$ cat config.mk
export PLATFORM = sky130hd
export DESIGN_NAME = numeric_literal_scanner
export DESIGN_NICKNAME = d
export VERILOG_FILES = /design/src/sv/nls_pkg.sv /design/src/sv/nls_core.sv /design/src/sv/nls_out_buf.sv /design/src/sv/numeric_literal_scanner.sv
export SDC_FILE = /design/constraint.sdc
export NUM_CORES = 1
export LEC_CHECK = 0
export BUFFER_PORTS_ARGS = -buffer_cell sky130_fd_sc_hd__buf_2
export CORE_MARGIN = 2
export CORE_UTILIZATION = 35
export CTS_CLUSTER_DIAMETER = 80
export DETAILED_ROUTE_END_ITERATION = 8
export GPL_TIMING_DRIVEN = 0
export PLACE_DENSITY = 0.61
export SLEW_MARGIN = 20
export SYNTH_ARGS = -nofsm -noshare
export SYNTH_HDL_FRONTEND = slang
export SYNTH_SLANG_ARGS = --single-unit
$ cat constraint.sdc
create_clock -name aclk -period 7.9 [get_ports aclk]
set_input_delay 0.79 -clock aclk [delete_from_list [all_inputs] [get_ports aclk]]
set_output_delay 0.79 -clock aclk [all_outputs]
set_load 0.1 [all_outputs]
$ cat src/sv/nls_pkg.sv
// Shared types, character codes and character-class helpers for the numeric literal scanner.
package nls_pkg;

    localparam int CH_W     = 16;
    localparam int LEN_W    = 10;
    localparam int S_USER_W = 2;
    localparam int M_DATA_W = 16;

    localparam logic [CH_W-1:0] CH_0       = 16'h0030;
    localparam logic [CH_W-1:0] CH_9       = 16'h0039;
    localparam logic [CH_W-1:0] CH_A_UP    = 16'h0041;
    localparam logic [CH_W-1:0] CH_F_UP    = 16'h0046;
    localparam logic [CH_W-1:0] CH_A_LO    = 16'h0061;
    localparam logic [CH_W-1:0] CH_F_LO    = 16'h0066;
    localparam logic [CH_W-1:0] CH_X_LO    = 16'h0078;
    localparam logic [CH_W-1:0] CH_DOT     = 16'h002E;
    localparam logic [CH_W-1:0] CH_E_UP    = 16'h0045;
    localparam logic [CH_W-1:0] CH_E_LO    = 16'h0065;
    localparam logic [CH_W-1:0] CH_L_UP    = 16'h004C;
    localparam logic [CH_W-1:0] CH_L_LO    = 16'h006C;
    localparam logic [CH_W-1:0] CH_MINUS   = 16'h002D;
    localparam logic [CH_W-1:0] CH_PLUS    = 16'h002B;

    localparam int USER_START_BIT = 0;
    localparam int USER_EOT_BIT   = 1;

    typedef enum logic [5:0] {
        MODE_IDLE = 6'b000001,
        MODE_ZERO = 6'b000010,
        MODE_HEX  = 6'b000100,
        MODE_ZEXP = 6'b001000,
        MODE_NUM  = 6'b010000,
        MODE_SIGN = 6'b100000
    } nls_mode_t;

    typedef struct packed {
        logic             valid;
        logic [LEN_W-1:0] len;
    } nls_result_t;

    function automatic logic is_dec(input logic [CH_W-1:0] c);
        return (c >= CH_0) && (c <= CH_9);
    endfunction

    function automatic logic is_hexd(input logic [CH_W-1:0] c);
        return is_dec(c) || ((c >= CH_A_UP) && (c <= CH_F_UP)) ||
               ((c >= CH_A_LO) && (c <= CH_F_LO));
    endfunction

    function automatic logic is_sign(input logic [CH_W-1:0] c);
        return (c == CH_PLUS) || (c == CH_MINUS);
    endfunction

    function automatic logic is_exp(input logic [CH_W-1:0] c);
        return (c == CH_E_UP) || (c == CH_E_LO);
    endfunction

    function automatic logic suffix_add(input logic have, input logic [CH_W-1:0] c,
                                        input logic allow_l);
        return have && ((c == CH_F_UP) || (c == CH_F_LO) ||
                        (allow_l && ((c == CH_L_UP) || (c == CH_L_LO))));
    endfunction

endpackage

$ cat src/sv/nls_core.sv
// Scan state registers and per-character next-state and result logic.
module nls_core import nls_pkg::*; #(
    parameter int MAX_LEN = 1023
) (
    input  logic              aclk,
    input  logic              aresetn,
    input  logic              beat_en,
    input  logic [CH_W-1:0]   ch,
    input  logic              scan_start,
    input  logic              end_of_text,
    output nls_result_t       res
);

    localparam int CW = $clog2(MAX_LEN + 2);
    localparam int RW = (CW + 1 > LEN_W) ? CW + 1 : LEN_W;
    localparam logic [CW:0]   CAP     = (CW + 1)'(MAX_LEN + 1);
    localparam logic [RW-1:0] MAX_RES = RW'(MAX_LEN);

    nls_mode_t       mode_reg, mode_next;
    logic [CW-1:0]   cnt_reg, cnt_next;
    logic [1:0]      dot_reg, dot_next;
    logic            in_exp_reg, in_exp_next;
    logic            prev_dot_reg, prev_dot_next;
    logic            prev_exp_reg, prev_exp_next;
    logic [1:0]      la_reg, la_next;

    logic            done;
    logic [RW-1:0]   raw_len;
    logic [RW-1:0]   clip_len;

    function automatic logic [CW-1:0] sat_add(input logic [CW-1:0] a, input logic [1:0] k);
        logic [CW:0] s;
        s = {1'b0, a} + (CW + 1)'(k);
        return (s > CAP) ? CAP[CW-1:0] : s[CW-1:0];
    endfunction

    function automatic logic [RW-1:0] gen_finish(input logic have, input logic [CH_W-1:0] c,
                                                 input logic [CW-1:0] cnt, input logic pdot,
                                                 input logic [1:0] dots, input logic is_sgn);
        logic [CW-1:0] core;
        logic [RW-1:0] v;
        core = pdot ? cnt - CW'(1) : cnt;
        v = RW'(core);
        if (!pdot) begin
            v = v + RW'(suffix_add(have, c, dots == 2'd0));
        end
        if (is_sgn && (core <= CW'(1))) begin
            v = '0;
        end
        return v;
    endfunction

    always_comb begin
        logic have;
        have          = !end_of_text;
        mode_next     = mode_reg;
        cnt_next      = cnt_reg;
        dot_next      = dot_reg;
        in_exp_next   = in_exp_reg;
        prev_dot_next = prev_dot_reg;
        prev_exp_next = prev_exp_reg;
        la_next       = la_reg;
        done          = 1'b0;
        raw_len       = '0;

        if (scan_start) begin
            mode_next     = MODE_IDLE;
            cnt_next      = '0;
            dot_next      = '0;
            in_exp_next   = 1'b0;
            prev_dot_next = 1'b0;
            prev_exp_next = 1'b0;
            la_next       = '0;
            if (!have) begin
                done = 1'b1;
            end else if (ch == CH_0) begin
                mode_next = MODE_ZERO;
                cnt_next  = CW'(1);
            end else if (is_dec(ch)) begin
                mode_next = MODE_NUM;
                cnt_next  = CW'(1);
            end else if (ch == CH_MINUS) begin
                mode_next = MODE_SIGN;
                cnt_next  = CW'(1);
            end else if (ch == CH_DOT) begin
                mode_next     = MODE_SIGN;
                cnt_next      = CW'(1);
                dot_next      = 2'd1;
                prev_dot_next = 1'b1;
            end else begin
                done = 1'b1;
            end
        end else begin
            unique case (mode_reg)
                MODE_IDLE: begin
                end
                MODE_ZERO: begin
                    if (have && is_dec(ch)) begin
                        mode_next = MODE_NUM;
                        cnt_next  = sat_add(cnt_reg, 2'd1);
                    end else if (have && (ch == CH_DOT)) begin
                        mode_next     = MODE_NUM;
                        cnt_next      = sat_add(cnt_reg, 2'd1);
                        dot_next      = 2'd1;
                        prev_dot_next = 1'b1;
                    end else if (have && (ch == CH_X_LO)) begin
                        mode_next = MODE_HEX;
                        cnt_next  = CW'(2);
                    end else if (have && is_exp(ch)) begin
                        mode_next     = MODE_ZEXP;
                        cnt_next      = CW'(2);
                        prev_exp_next = 1'b1;
                    end else begin
                        done    = 1'b1;
                        raw_len = RW'(1) + RW'(suffix_add(have, ch, 1'b1));
                    end
                end
                MODE_HEX: begin
                    if (have && is_hexd(ch)) begin
                        cnt_next = sat_add(cnt_reg, 2'd1);
                    end else begin
                        done    = 1'b1;
                        raw_len = (cnt_reg == CW'(2)) ? RW'(1) :
                                  RW'(cnt_reg) + RW'(suffix_add(have, ch, 1'b1));
                    end
                end
                MODE_ZEXP: begin
                    if (la_reg != 2'd0) begin
                        if (have && is_dec(ch)) begin
                            cnt_next      = sat_add(cnt_reg, 2'd2);
                            prev_exp_next = 1'b0;
                            la_next       = 2'd0;
                        end else begin
                            done    = 1'b1;
                            raw_len = (cnt_reg == CW'(2)) ? RW'(1) : RW'(cnt_reg);
                        end
                    end else if (have && is_dec(ch)) begin
                        cnt_next      = sat_add(cnt_reg, 2'd1);
                        prev_exp_next = 1'b0;
                    end else if (have && is_sign(ch) && prev_exp_reg) begin
                        la_next = 2'd1;
                    end else begin
                        done    = 1'b1;
                        raw_len = (cnt_reg == CW'(2)) ? RW'(1) :
                                  RW'(cnt_reg) + RW'(suffix_add(have, ch, 1'b1));
                    end
                end
                MODE_NUM, MODE_SIGN: begin
                    if (la_reg != 2'd0) begin
                        if (have && is_dec(ch)) begin
                            cnt_next      = sat_add(cnt_reg, la_reg + 2'd1);
                            in_exp_next   = 1'b1;
                            prev_dot_next = 1'b0;
                            la_next       = 2'd0;
                        end else if (have && (la_reg == 2'd1) && is_sign(ch)) begin
                            la_next = 2'd2;
                        end else begin
                            done    = 1'b1;
                            raw_len = gen_finish(1'b0, ch, cnt_reg, prev_dot_reg, dot_reg,
                                                 mode_reg == MODE_SIGN);
                        end
                    end else if (have && is_dec(ch)) begin
                        cnt_next      = sat_add(cnt_reg, 2'd1);
                        prev_dot_next = 1'b0;
                    end else if (have && (ch == CH_DOT) && !in_exp_reg && !prev_dot_reg) begin
                        dot_next      = (dot_reg == 2'd2) ? 2'd2 : dot_reg + 2'd1;
                        cnt_next      = sat_add(cnt_reg, 2'd1);
                        prev_dot_next = 1'b1;
                    end else if (have && is_exp(ch) && !in_exp_reg) begin
                        la_next = 2'd1;
                    end else begin
                        done    = 1'b1;
                        raw_len = gen_finish(have, ch, cnt_reg, prev_dot_reg, dot_reg,
                                             mode_reg == MODE_SIGN);
                    end
                end
                default: begin
                    mode_next = MODE_IDLE;
                end
            endcase
        end

        if (done) begin
            mode_next     = MODE_IDLE;
            cnt_next      = '0;
            dot_next      = '0;
            in_exp_next   = 1'b0;
            prev_dot_next = 1'b0;
            prev_exp_next = 1'b0;
            la_next       = '0;
        end
    end

    assign clip_len  = (raw_len > MAX_RES) ? MAX_RES : raw_len;
    assign res.valid = beat_en && done;
    assign res.len   = clip_len[LEN_W-1:0];

    always_ff @(posedge aclk) begin
        if (!aresetn) begin
            mode_reg     <= MODE_IDLE;
            cnt_reg      <= '0;
            dot_reg      <= '0;
            in_exp_reg   <= 1'b0;
            prev_dot_reg <= 1'b0;
            prev_exp_reg <= 1'b0;
            la_reg       <= '0;
        end else if (beat_en) begin
            mode_reg     <= mode_next;
            cnt_reg      <= cnt_next;
            dot_reg      <= dot_next;
            in_exp_reg   <= in_exp_next;
            prev_dot_reg <= prev_dot_next;
            prev_exp_reg <= prev_exp_next;
            la_reg       <= la_next;
        end
    end

    // pending lookahead only exists inside a number or zero-exponent scan
    a_la_mode: assert property (@(posedge aclk) disable iff (!aresetn)
        (la_reg != 2'd0) |-> (mode_reg == MODE_NUM || mode_reg == MODE_SIGN ||
                              mode_reg == MODE_ZEXP))
        else $error("lookahead pending outside exponent-capable mode");

    a_dot_mode: assert property (@(posedge aclk) disable iff (!aresetn)
        prev_dot_reg |-> ((mode_reg == MODE_NUM || mode_reg == MODE_SIGN) &&
                          cnt_reg != '0 && dot_reg != 2'd0))
        else $error("trailing dot flag inconsistent with scan state");

    a_cnt_cap: assert property (@(posedge aclk) disable iff (!aresetn)
        ({1'b0, cnt_reg} <= CAP))
        else $error("character count beyond saturation cap");

endmodule

$ cat src/sv/nls_out_buf.sv
// Two-entry result buffer: output register plus skid stage.
module nls_out_buf import nls_pkg::*; (
    input  logic                aclk,
    input  logic                aresetn,
    input  nls_result_t         res,
    output logic                s_tready,
    output logic                m_tvalid,
    input  logic                m_tready,
    output logic [M_DATA_W-1:0] m_tdata
);

    logic             out_valid_reg;
    logic [LEN_W-1:0] out_data_reg;
    logic             skid_valid_reg;
    logic [LEN_W-1:0] skid_data_reg;
    logic             take;

    assign take     = out_valid_reg && m_tready;
    assign s_tready = !skid_valid_reg;
    assign m_tvalid = out_valid_reg;
    assign m_tdata  = {{(M_DATA_W - LEN_W){1'b0}}, out_data_reg};

    always_ff @(posedge aclk) begin
        if (!aresetn) begin
            out_valid_reg  <= 1'b0;
            skid_valid_reg <= 1'b0;
        end else if (skid_valid_reg) begin
            if (take) begin
                skid_valid_reg <= 1'b0;
            end
        end else if (out_valid_reg && !take) begin
            if (res.valid) begin
                skid_valid_reg <= 1'b1;
            end
        end else begin
            out_valid_reg <= res.valid;
        end
    end

    always_ff @(posedge aclk) begin
        if (skid_valid_reg) begin
            if (take) begin
                out_data_reg <= skid_data_reg;
            end
        end else if (out_valid_reg && !take) begin
            if (res.valid) begin
                skid_data_reg <= res.len;
            end
        end else if (res.valid) begin
            out_data_reg <= res.len;
        end
    end

    a_skid_order: assert property (@(posedge aclk) disable iff (!aresetn)
        skid_valid_reg |-> out_valid_reg)
        else $error("skid entry held with empty output register");

    a_no_overrun: assert property (@(posedge aclk) disable iff (!aresetn)
        res.valid |-> !skid_valid_reg)
        else $error("result arrived with both buffer entries full");

    a_skid_drain: assert property (@(posedge aclk) disable iff (!aresetn)
        (skid_valid_reg && take) |=> (out_valid_reg && !skid_valid_reg &&
                                      out_data_reg == $past(skid_data_reg)))
        else $error("skid entry not moved to output register");

endmodule

$ cat src/sv/numeric_literal_scanner.sv
// Top level of the numeric literal scanner: scan core and result buffer.
//
//  Channel  Dir  Beat contents                                  Beats
//  s_       in   tdata: ch; tuser: scan_start, end_of_text      one per character
//  m_       out  tdata: literal_length                          zero or one per character
//
//  One character per cycle while s_tready is high; the character (or end-of-text beat)
//  that ends the literal loads its length into the output register or the skid entry.
//  Scan state updates in the accept cycle; the result goes to a two-entry buffer.
//  s_tready falls only while both buffer entries hold results.
//  Synchronous active-low reset returns the scanner to idle and empties the buffer.
module numeric_literal_scanner import nls_pkg::*; #(
    parameter int MAX_LEN = 1023
) (
    input  logic                aclk,
    input  logic                aresetn,
    input  logic                s_tvalid,
    output logic                s_tready,
    input  logic [CH_W-1:0]     s_tdata,   // [15:0] ch
    input  logic [S_USER_W-1:0] s_tuser,   // [0] scan_start, [1] end_of_text
    output logic                m_tvalid,
    input  logic                m_tready,
    output logic [M_DATA_W-1:0] m_tdata    // [9:0] literal_length, rest zero
);

    nls_result_t res;
    logic        beat_en;

    assign beat_en = s_tvalid && s_tready;

    nls_core #(
        .MAX_LEN(MAX_LEN)
    ) u_core (
        .aclk        (aclk),
        .aresetn     (aresetn),
        .beat_en     (beat_en),
        .ch          (s_tdata),
        .scan_start  (s_tuser[USER_START_BIT]),
        .end_of_text (s_tuser[USER_EOT_BIT]),
        .res         (res)
    );

    nls_out_buf u_out_buf (
        .aclk     (aclk),
        .aresetn  (aresetn),
        .res      (res),
        .s_tready (s_tready),
        .m_tvalid (m_tvalid),
        .m_tready (m_tready),
        .m_tdata  (m_tdata)
    );

endmodule

# == Word-level counts from Yosys, hierarchy flattened ==
# Index checks and enable logic that the tools add are counted.
# word_totals
reg_bits,46
in_bits,22
elab_cells,276
# op_classes
add_sub_neg,9
order_cmp,11
n_eq_ne,43
mux,142
bitwise_logic,2
reduce_logical,58
# ops
operator,count
11-bit 2-to-1 mux,24
12-bit 2-to-1 mux,19
16-bit by 7-bit == test with 1-bit output (second input constant),7
6-bit 2-to-1 mux,11
16-bit by 6-bit == test with 1-bit output (second input constant),4
1-bit 2-to-1 mux,51
10-bit 2-to-1 mux,5
2-bit 2-to-1 mux,24
12-bit case mux with 4 select lines,1
11-bit case mux with 4 select lines,1
12-bit by 11-bit > comparator with 1-bit output (second input constant),3
16-bit by 7-bit greater-or-equal comparator with 1-bit output (second input constant),2
16-bit by 7-bit <= comparator with 1-bit output (second input constant),2
11-bit by 1-bit adder with 12-bit output,2
1-bit logical AND,23
7-bit AND reduction,3
4-bit by 2-bit inequality test with 1-bit output (second input constant),5
4-bit by 3-bit inequality test with 1-bit output (second input constant),5
16-bit by 6-bit greater-or-equal comparator with 1-bit output (second input constant),1
16-bit by 6-bit <= comparator with 1-bit output (second input constant),1
5-bit by 2-bit inequality test with 1-bit output (second input constant),3
5-bit by 3-bit inequality test with 1-bit output (second input constant),3
11-bit by 1-bit adder with 12-bit output (second input constant),1
11-bit by 2-bit adder with 12-bit output,1
other kinds (40),63

# == Longest topological paths before layout ==
# Gate-level depths: netlist of the first run.
# logic_depth
word_depth,19
mapped_depth,15

# == Cells and area by module ==
# From an unflattened synthesis of the first run, not the netlist that was laid out.
# hier_totals
cells_unflattened,644
hier_area_um2,4923.5
# by_module_without_submodules
module,n_inst,cells_per_inst,area_per_inst_um2
nls_core,1,591,4031.4
nls_out_buf,1,52,885.8
numeric_literal_scanner,1,1,6.3

# == Worst setup path before layout of the first run ==
# OpenSTA, ideal clock, no wires.
# synth_path
path_type,input-to-reg
startpoint,input s_tdata[12]
endpoint,"register u_out_buf.out_data_reg[2], data pin"
setup_ns,0.276
arrival_ns,3.946
slack_ns,3.678
cell_stages,14
cell_sequence,nor4_1 > nand3_1 > nor3_1 > o21a_1 > ha_1 > ha_1 > nand2b_1 > nor3_1 > a21boi_0 > a31oi_1 > o221ai_2 > nand2_1 > a2111oi_0 > o21ai_0
# synth_between
elab_chain_cells,19
# synth_rtl
element,line_no,source
start: declaration,numeric_literal_scanner.sv:19,"input logic [CH_W-1:0] s_tdata,"
16-bit by 7-bit == test with 1-bit output,nls_pkg.sv:61,(allow_l && ((c == CH_L_UP) || (c == CH_L_LO))));
1-bit logical OR,nls_pkg.sv:61,
1-bit logical AND,nls_pkg.sv:61,
1-bit logical OR,nls_pkg.sv:60,return have && ((c == CH_F_UP) || (c == CH_F_LO) ||
1-bit logical AND,nls_pkg.sv:60,
11-bit by 1-bit adder with 12-bit output,nls_core.sv:45,"v = v + RW'(suffix_add(have, c, dots == 2'd0));"
12-bit 2-to-1 mux,nls_core.sv:44,if (!pdot) begin
12-bit 2-to-1 mux,nls_core.sv:47,if (is_sgn && (core <= CW'(1))) begin
[... 3 more ...],--,
12-bit 2-to-1 mux,nls_core.sv:149,if (la_reg != 2'd0) begin
12-bit case mux with 4 select lines (*),nls_core.sv:94,unique case (mode_reg)
12-bit 2-to-1 mux (*),nls_core.sv:66,if (scan_start) begin
12-bit by 10-bit > comparator with 1-bit output,nls_core.sv:194,assign clip_len = (raw_len > MAX_RES) ? MAX_RES : raw_len;
10-bit 2-to-1 mux (*),nls_core.sv:194,
10-bit 2-to-1 mux (*),nls_out_buf.sv:49,end else if (res.valid) begin
10-bit 2-to-1 mux (*),nls_out_buf.sv:45,end else if (out_valid_reg && !take) begin
10-bit 2-to-1 mux (*),nls_out_buf.sv:41,if (skid_valid_reg) begin
end signal: assignment,nls_out_buf.sv:43,out_data_reg <= skid_data_reg;
end signal: assignment,nls_out_buf.sv:50,out_data_reg <= res.len;
end: declaration,nls_out_buf.sv:13,logic [LEN_W-1:0] out_data_reg;
# Every way passes the cells marked *; elsewhere a longest branch is shown, timed or not. The select of a mux whose other input is x is not followed.
# A chain may end at the register's enable or synchronous reset.

# == Worst setup path in the final report of the first run ==
# Ends and elaborated chain as after synthesis.

==> metrics.csv, run 1 <==
metric;value;unit
vias in the first global route;5322;
Layout Skew;10.6;ps
antenna fix cells;0;
leakage;1.88;nW
largest net degree at the start of global routing;16;
CTS tree;done;
multiplexer share of the synthesized area;0.0139;
GP Congestion;0.984;
Worst Setup Start Kind;input pin;
drt first pass iters;5;
RSZ-0062 raised after global routing;no;
initial antenna violation count;0;
PwrDens;108;nW/µm²
Synth area leaders;edfxtp_1 11%, dfxtp_1 10%, nand2_1 5.3%, o21ai_0 4.7%, nor2_1 4.0%;
Data arrival, critical path;5640;ps
setup TNS;0;ps
compound-gate portion of the synthesized area;0.290;
DP Area;5610;µm²
row cnt;44;
XOR/XNOR Fraction of Synth Area;0.0436;
Final Util;0.398;
PortBufs;27;
CTS buffer count;5;
share of cells above drive strength 1;0.110;
CP Max Fanout;8;
Mean Syn Cell Area;7.29;µm²
Final Max Tran Viols;0;
Syn Inst Count;716;
clk buf depth;2;
critical path class;input pin to flip-flop;
core area;14500;µm²
worst rel slew slack;0.302;
Post-synth EDFFs;20;
post-synth cell types;85;
cell area after synthesis;5220;µm²
H-tree depth;2;
# setup viols final;0;
Hold Slack;472;ps
max-cap violation count;0;
wire per inst;19.9;µm
first-pass GRT wire length;29500;µm
FMAX;178;MHz
Worst-path clk slew;70;ps
Final Hold Viols;0;
final setup margin;2300;ps
setup repair bufs after CTS;0;
Seq cells post-synth;46;
final layout net count;793;
die footprint;15900;µm²
Area growth syn-to-layout;10.7;%
Async S/R FF share, synth;0;
vias;5890;
Adder-Cell Fraction of Synth Area;0.0398;
outcome;finished clean;
starting density of the core;0.359;
Final ANT Viol Nets;0;
post-route insts no fill;940;
Die Y;126;µm
Tcrit/Tclk final;0.709;
DP Cell Count;932;
Synth Warn #;0;
Synth Area in Simple Gates;0.326;
clock sink count;46;
Root Driver;clkbuf_16;
DRC viols;0;
register area share after synthesis;0.215;
initial drt markers;748;
final wirelength;18700;µm
hold crit path type;flip-flop to flip-flop;
R2R Setup Slk;3120;ps
post-route cell area;5780;µm²
largest family of logic cells by synthesized area;simple AND/OR/NAND/NOR gates;
worst slack, placed;2150;ps
maximum vdd ir drop;0.0000760;V
Congestion Overflow GR;0;
leading area contributor after synthesis;edfxtp_1;
Critical Path RT;7930;ps
detailed placer's ending HPWL;14600;µm
Yosys top cell area share;0.115;
max FFs per register;11;
die width;126;µm
Top FF cell, synth;dfxtp_1;
drt via density;6.27;
GRT Util Overall;0.232;
endpoint class of the critical path;flip-flop;
Final Power;0.623;mW
I/O pin count;40;
post-CTS sizing;0;
Worst-Margin Slew;1030;ps
clock insertion delay at the later pin of the skew report;310;ps
crit path time final;5600;ps
hold buffers post-CTS;0;
[final timing paths]
check / from / end / cells past startpoint
max: s_tdata[12] / u_out_buf.out_data_reg[2]$_DFFE_PP_ / 15
min: u_core.dot_reg[1]$_SDFFE_PN0P_ / u_core.dot_reg[1]$_SDFFE_PN0P_ / 2
max reg2reg: u_core.cnt_reg[1]$_SDFFE_PN0P_ / u_out_buf.out_data_reg[2]$_DFFE_PP_ / 14
min reg2reg: u_core.dot_reg[1]$_SDFFE_PN0P_ / u_core.dot_reg[1]$_SDFFE_PN0P_ / 2
[cells in the final DEF, fill, tap and decap left out, types with 11 or more instances in the layout]
cell / n
nor2_1: 55
a211oi_1: 12
nor3_1: 34
ha_1: 15
nand4_1: 14
nand2_1: 74
dfxtp_1: 26
a21oi_1: 26
nand3_1: 36
edfxtp_1: 20
a31oi_1: 20
xor2_1: 13
nor4_1: 13
xnor2_1: 13
buf_2: 38
inv_1: 24
o22ai_1: 11
clkbuf_1: 40
o21ai_0: 49
[cell usage after synthesis (11+ instances only)]
library cell,number
nor4_1,13
dfxtp_1,26
xor2_1,13
nor3_1,35
xnor2_1,13
o22ai_1,11
nand4_1,14
nand3_1,36
buf_2,11
a211oi_1,12
edfxtp_1,20
clkbuf_1,40
nand2_1,74
a31oi_1,20
o21ai_0,49
a21oi_1,26
inv_1,24
ha_1,15
nor2_1,55
[cell families after synthesis]
family | Yosys count
other | 1
flip-flops | 46
AND/OR/NAND/NOR | 316
XOR/XNOR | 26
multiplexers | 7
buffers and inverters | 86
AO/OA/AOI/OAI | 218
adder cells (fa/ha/maj) | 16
[critical path: stages]
cell,delay (ps)
buf_2,100
nor4_1,540
nand3_1,440
nor3_1,800
o21a_1,290
ha_1,200
ha_1,200
nand2b_1,140
nor3_1,290
a21boi_0,370
a31oi_1,160
o221ai_2,200
nand2_1,230
a2111oi_0,700
o21ai_0,170
[layout make-up]
| cell class | count | area [µm²] |
|---|---|---|
| inverters | 24 | 90.1 |
| plain buffers | 62 | 280 |
| repair buffers | 27 | 135 |
| multi-input cells | 589 | 3760 |
| well taps | 184 | 230 |
| fillers | 1565 | 8750 |
| clock inverters | 3 | 43.8 |
| flip-flops and latches | 46 | 1120 |
| clock buffers | 5 | 125 |
[metal layers]
layer	vias up	wire length, µm	share of wire	track usage
met5	-	0	0	0
met4	0	793	0.042	0.102
met3	57	1550	0.083	0.0467
met2	298	8130	0.43	0.352
met1	2751	8240	0.44	0.319
li1	2784	-	-	-
[report_power, final]
part	switching (mW)	total [mW]	internal (mW)
logic	0.0855	0.115	0.0295
registers	0.00277	0.254	0.251
clock network	0.105	0.255	0.150
total	0.193	0.623	0.430
Power figures use the tool's default switching activity.
==> run 2, diff against run 1 <==
--- a/config.mk
+++ b/config.mk
@@ -11,7 +11,7 @@
 export CTS_CLUSTER_DIAMETER = 80
 export DETAILED_ROUTE_END_ITERATION = 8
 export GPL_TIMING_DRIVEN = 0
-export PLACE_DENSITY = 0.61
+export PLACE_DENSITY = 0.63
 export SLEW_MARGIN = 20
 export SYNTH_ARGS = -nofsm -noshare
 export SYNTH_HDL_FRONTEND = slang
==> constraint.sdc (replaced) <==
create_clock -name aclk -period 4.75 [get_ports aclk]
set_input_delay 0.475 -clock aclk [delete_from_list [all_inputs] [get_ports aclk]]
set_output_delay 0.475 -clock aclk [all_outputs]
set_load 0.1 [all_outputs]
==> run 2 against run 1 <==
Net effect: register-to-register slack worse by 3000 ps; global-route usage down 0.26 points; critical path type is now flip-flop to flip-flop; count of clock-buffer cells in the layout unchanged; setup slack worse by 2100 ps; critical path depth down 5; hold slack better by 10 ps; clock skew up 0.75 ps; sequential power up 66%; first-iteration DRC count up 13%; routed wire length about the same.
==> metrics.csv, run 2 (synthesized netlist as in run 1, its figures left out) <==
metric;value;unit
outcome;finished clean;
Final Max Tran Viols;0;
final wirelength;18700;µm
GP Congestion;1.01;
ordered list of cells on the worst path;clkbuf_1, and2_1, nand2_1, or4b_1, a2111oi_0, o211ai_1, o21bai_1, nand2_1, o32ai_1, a32o_1;
switching pwr;0.331;mW
GRT Util Overall;0.229;
antenna fix cells;0;
Die Y;126;µm
vias;5981;
post-route insts no fill;940;
drt via density;6.36;
CP max stage cell;a2111oi_0;
starting density of the core;0.359;
Hold Slack;482;ps
maximum vdd ir drop;0.000128;V
Switching Share;0.333;
leading cell type in the layout, fill and taps excluded;nand2_1;
Worst-path clk slew;70;ps
Data arrival, critical path;4820;ps
Combinational Power Share;0.194;
H-tree depth;2;
clock power share;0.382;
hold crit path type;flip-flop to flip-flop;
Tcrit/Tclk final;0.966;
max-cap violation count;0;
crit path time final;4590;ps
detailed placer's ending HPWL;14300;µm
max FFs per register;11;
clk buf depth;2;
final setup margin;160;ps
core area;14500;µm²
die width;126;µm
Area growth syn-to-layout;11.0;%
DP Cell Count;932;
# setup viols final;0;
Critical Path RT;4980;ps
CP Max Fanout;10;
wire per inst;19.9;µm
die footprint;15900;µm²
clock insertion delay at the later pin of the skew report;310;ps
share of cells above drive strength 1;0.118;
Final Hold Viols;0;
initial antenna violation count;0;
first-pass GRT wire length;29200;µm
share of power burned in registers;0.424;
endpoint class of the critical path;flip-flop;
Worst-Margin Slew;1110;ps
crit-path leading delay family;compound AO/OA/AOI/OAI gates;
I/O pin count;40;
RSZ-0062 raised after global routing;no;
leakage;1.88;nW
PortBufs;27;
initial drt markers;846;
internal power;0.664;mW
largest net degree at the start of global routing;17;
Root Driver;clkbuf_16;
vias in the first global route;5305;
CTS buffer count;5;
final layout net count;793;
row cnt;44;
setup repair bufs after CTS;0;
Worst Setup Start Kind;flip-flop;
critical path class;flip-flop to flip-flop;
worst path bufs/invs;1;
Congestion Overflow GR;0;
most frequent cells in the layout;74 x nand2_1, 55 x nor2_1, 49 x o21ai_0, 39 x clkbuf_1, 38 x buf_2;
PwrDens;172;nW/µm²
DRC viols;0;
drt first pass iters;7;
CTS tree;done;
Final ANT Viol Nets;0;
worst rel slew slack;0.240;
max incr delay on CP;950;ps
worst slack, placed;-654;ps
clock sink count;46;
FMAX;218;MHz
Layout Skew;11.3;ps
Top cell by count, worst path;nand2_1;
[run 2: power by group through the flow]
stage	Sequential (mW)	Combinational (mW)	Clock (mW)
after detailed placement	0.431	0.189	0
after global routing	0.423	0.205	0.401
after CTS	0.422	0.189	0.387
after global placement	0.431	0.187	0
final	0.422	0.193	0.380
after floorplan	0.458	0.116	0
[run 2: worst reg2reg max path, cell delays in order, from the launching register on]
cell	delay [ps]
dfxtp_1	460
clkbuf_1	490
and2_1	370
nand2_1	220
or4b_1	500
a2111oi_0	950
o211ai_1	470
o21bai_1	380
nand2_1	120
o32ai_1	300
a32o_1	240
[run 2: routing by layer]
metal	vias up	part of all wire	track usage
met4	0	0.040	0.107
met2	376	0.44	0.346
li1	2802	-	-
met1	2733	0.42	0.319
met5	-	0	0
met3	70	0.10	0.0395
[run 2: path summary, 6_finish.rpt]
kind,start,to,slack [ps],cells past startpoint
min,u_core.la_reg[1]$_SDFFE_PN0P_,u_core.la_reg[1]$_SDFFE_PN0P_,480,2
max reg2reg,u_core.cnt_reg[0]$_SDFFE_PN0P_,u_core.cnt_reg[7]$_SDFFE_PN0P_,160,10
max,u_core.cnt_reg[0]$_SDFFE_PN0P_,u_core.cnt_reg[7]$_SDFFE_PN0P_,160,10
min reg2reg,u_core.la_reg[1]$_SDFFE_PN0P_,u_core.la_reg[1]$_SDFFE_PN0P_,480,2
[run 2: area by class of cell]
type	instances	area, µm²
clock inverter	3	23.8
clock buffer	5	125
multi-input combinational	589	3790
buffer	62	282
fill	1559	8740
sequential	46	1120
timing repair buffer	27	135
tap	184	230
inverter	24	90.1
[run 2: per-stage QoR]
| step | util | setup TNS (ps) | total power [mW] | area [µm²] |
|---|---|---|---|---|
| 3_3_place_gp | 0.386 | -3740 | 0.618 | 5610 |
| 2_1_floorplan | - | 0 | 0.574 | 5240 |
| 4_1_cts | 0.397 | 0 | 0.998 | 5770 |
| 6_report | 0.399 | 0 | 0.996 | 5800 |
| 5_1_grt | 0.399 | 0 | 1.03 | 5800 |
| 3_5_place_dp | 0.386 | -3690 | 0.620 | 5610 |
[run 2: timing repair]
item                                    4_1_cts  5_1_grt
hold buffers                                  0        0
gates resized for setup                       2        7
endpoints found under the setup margin        4       12
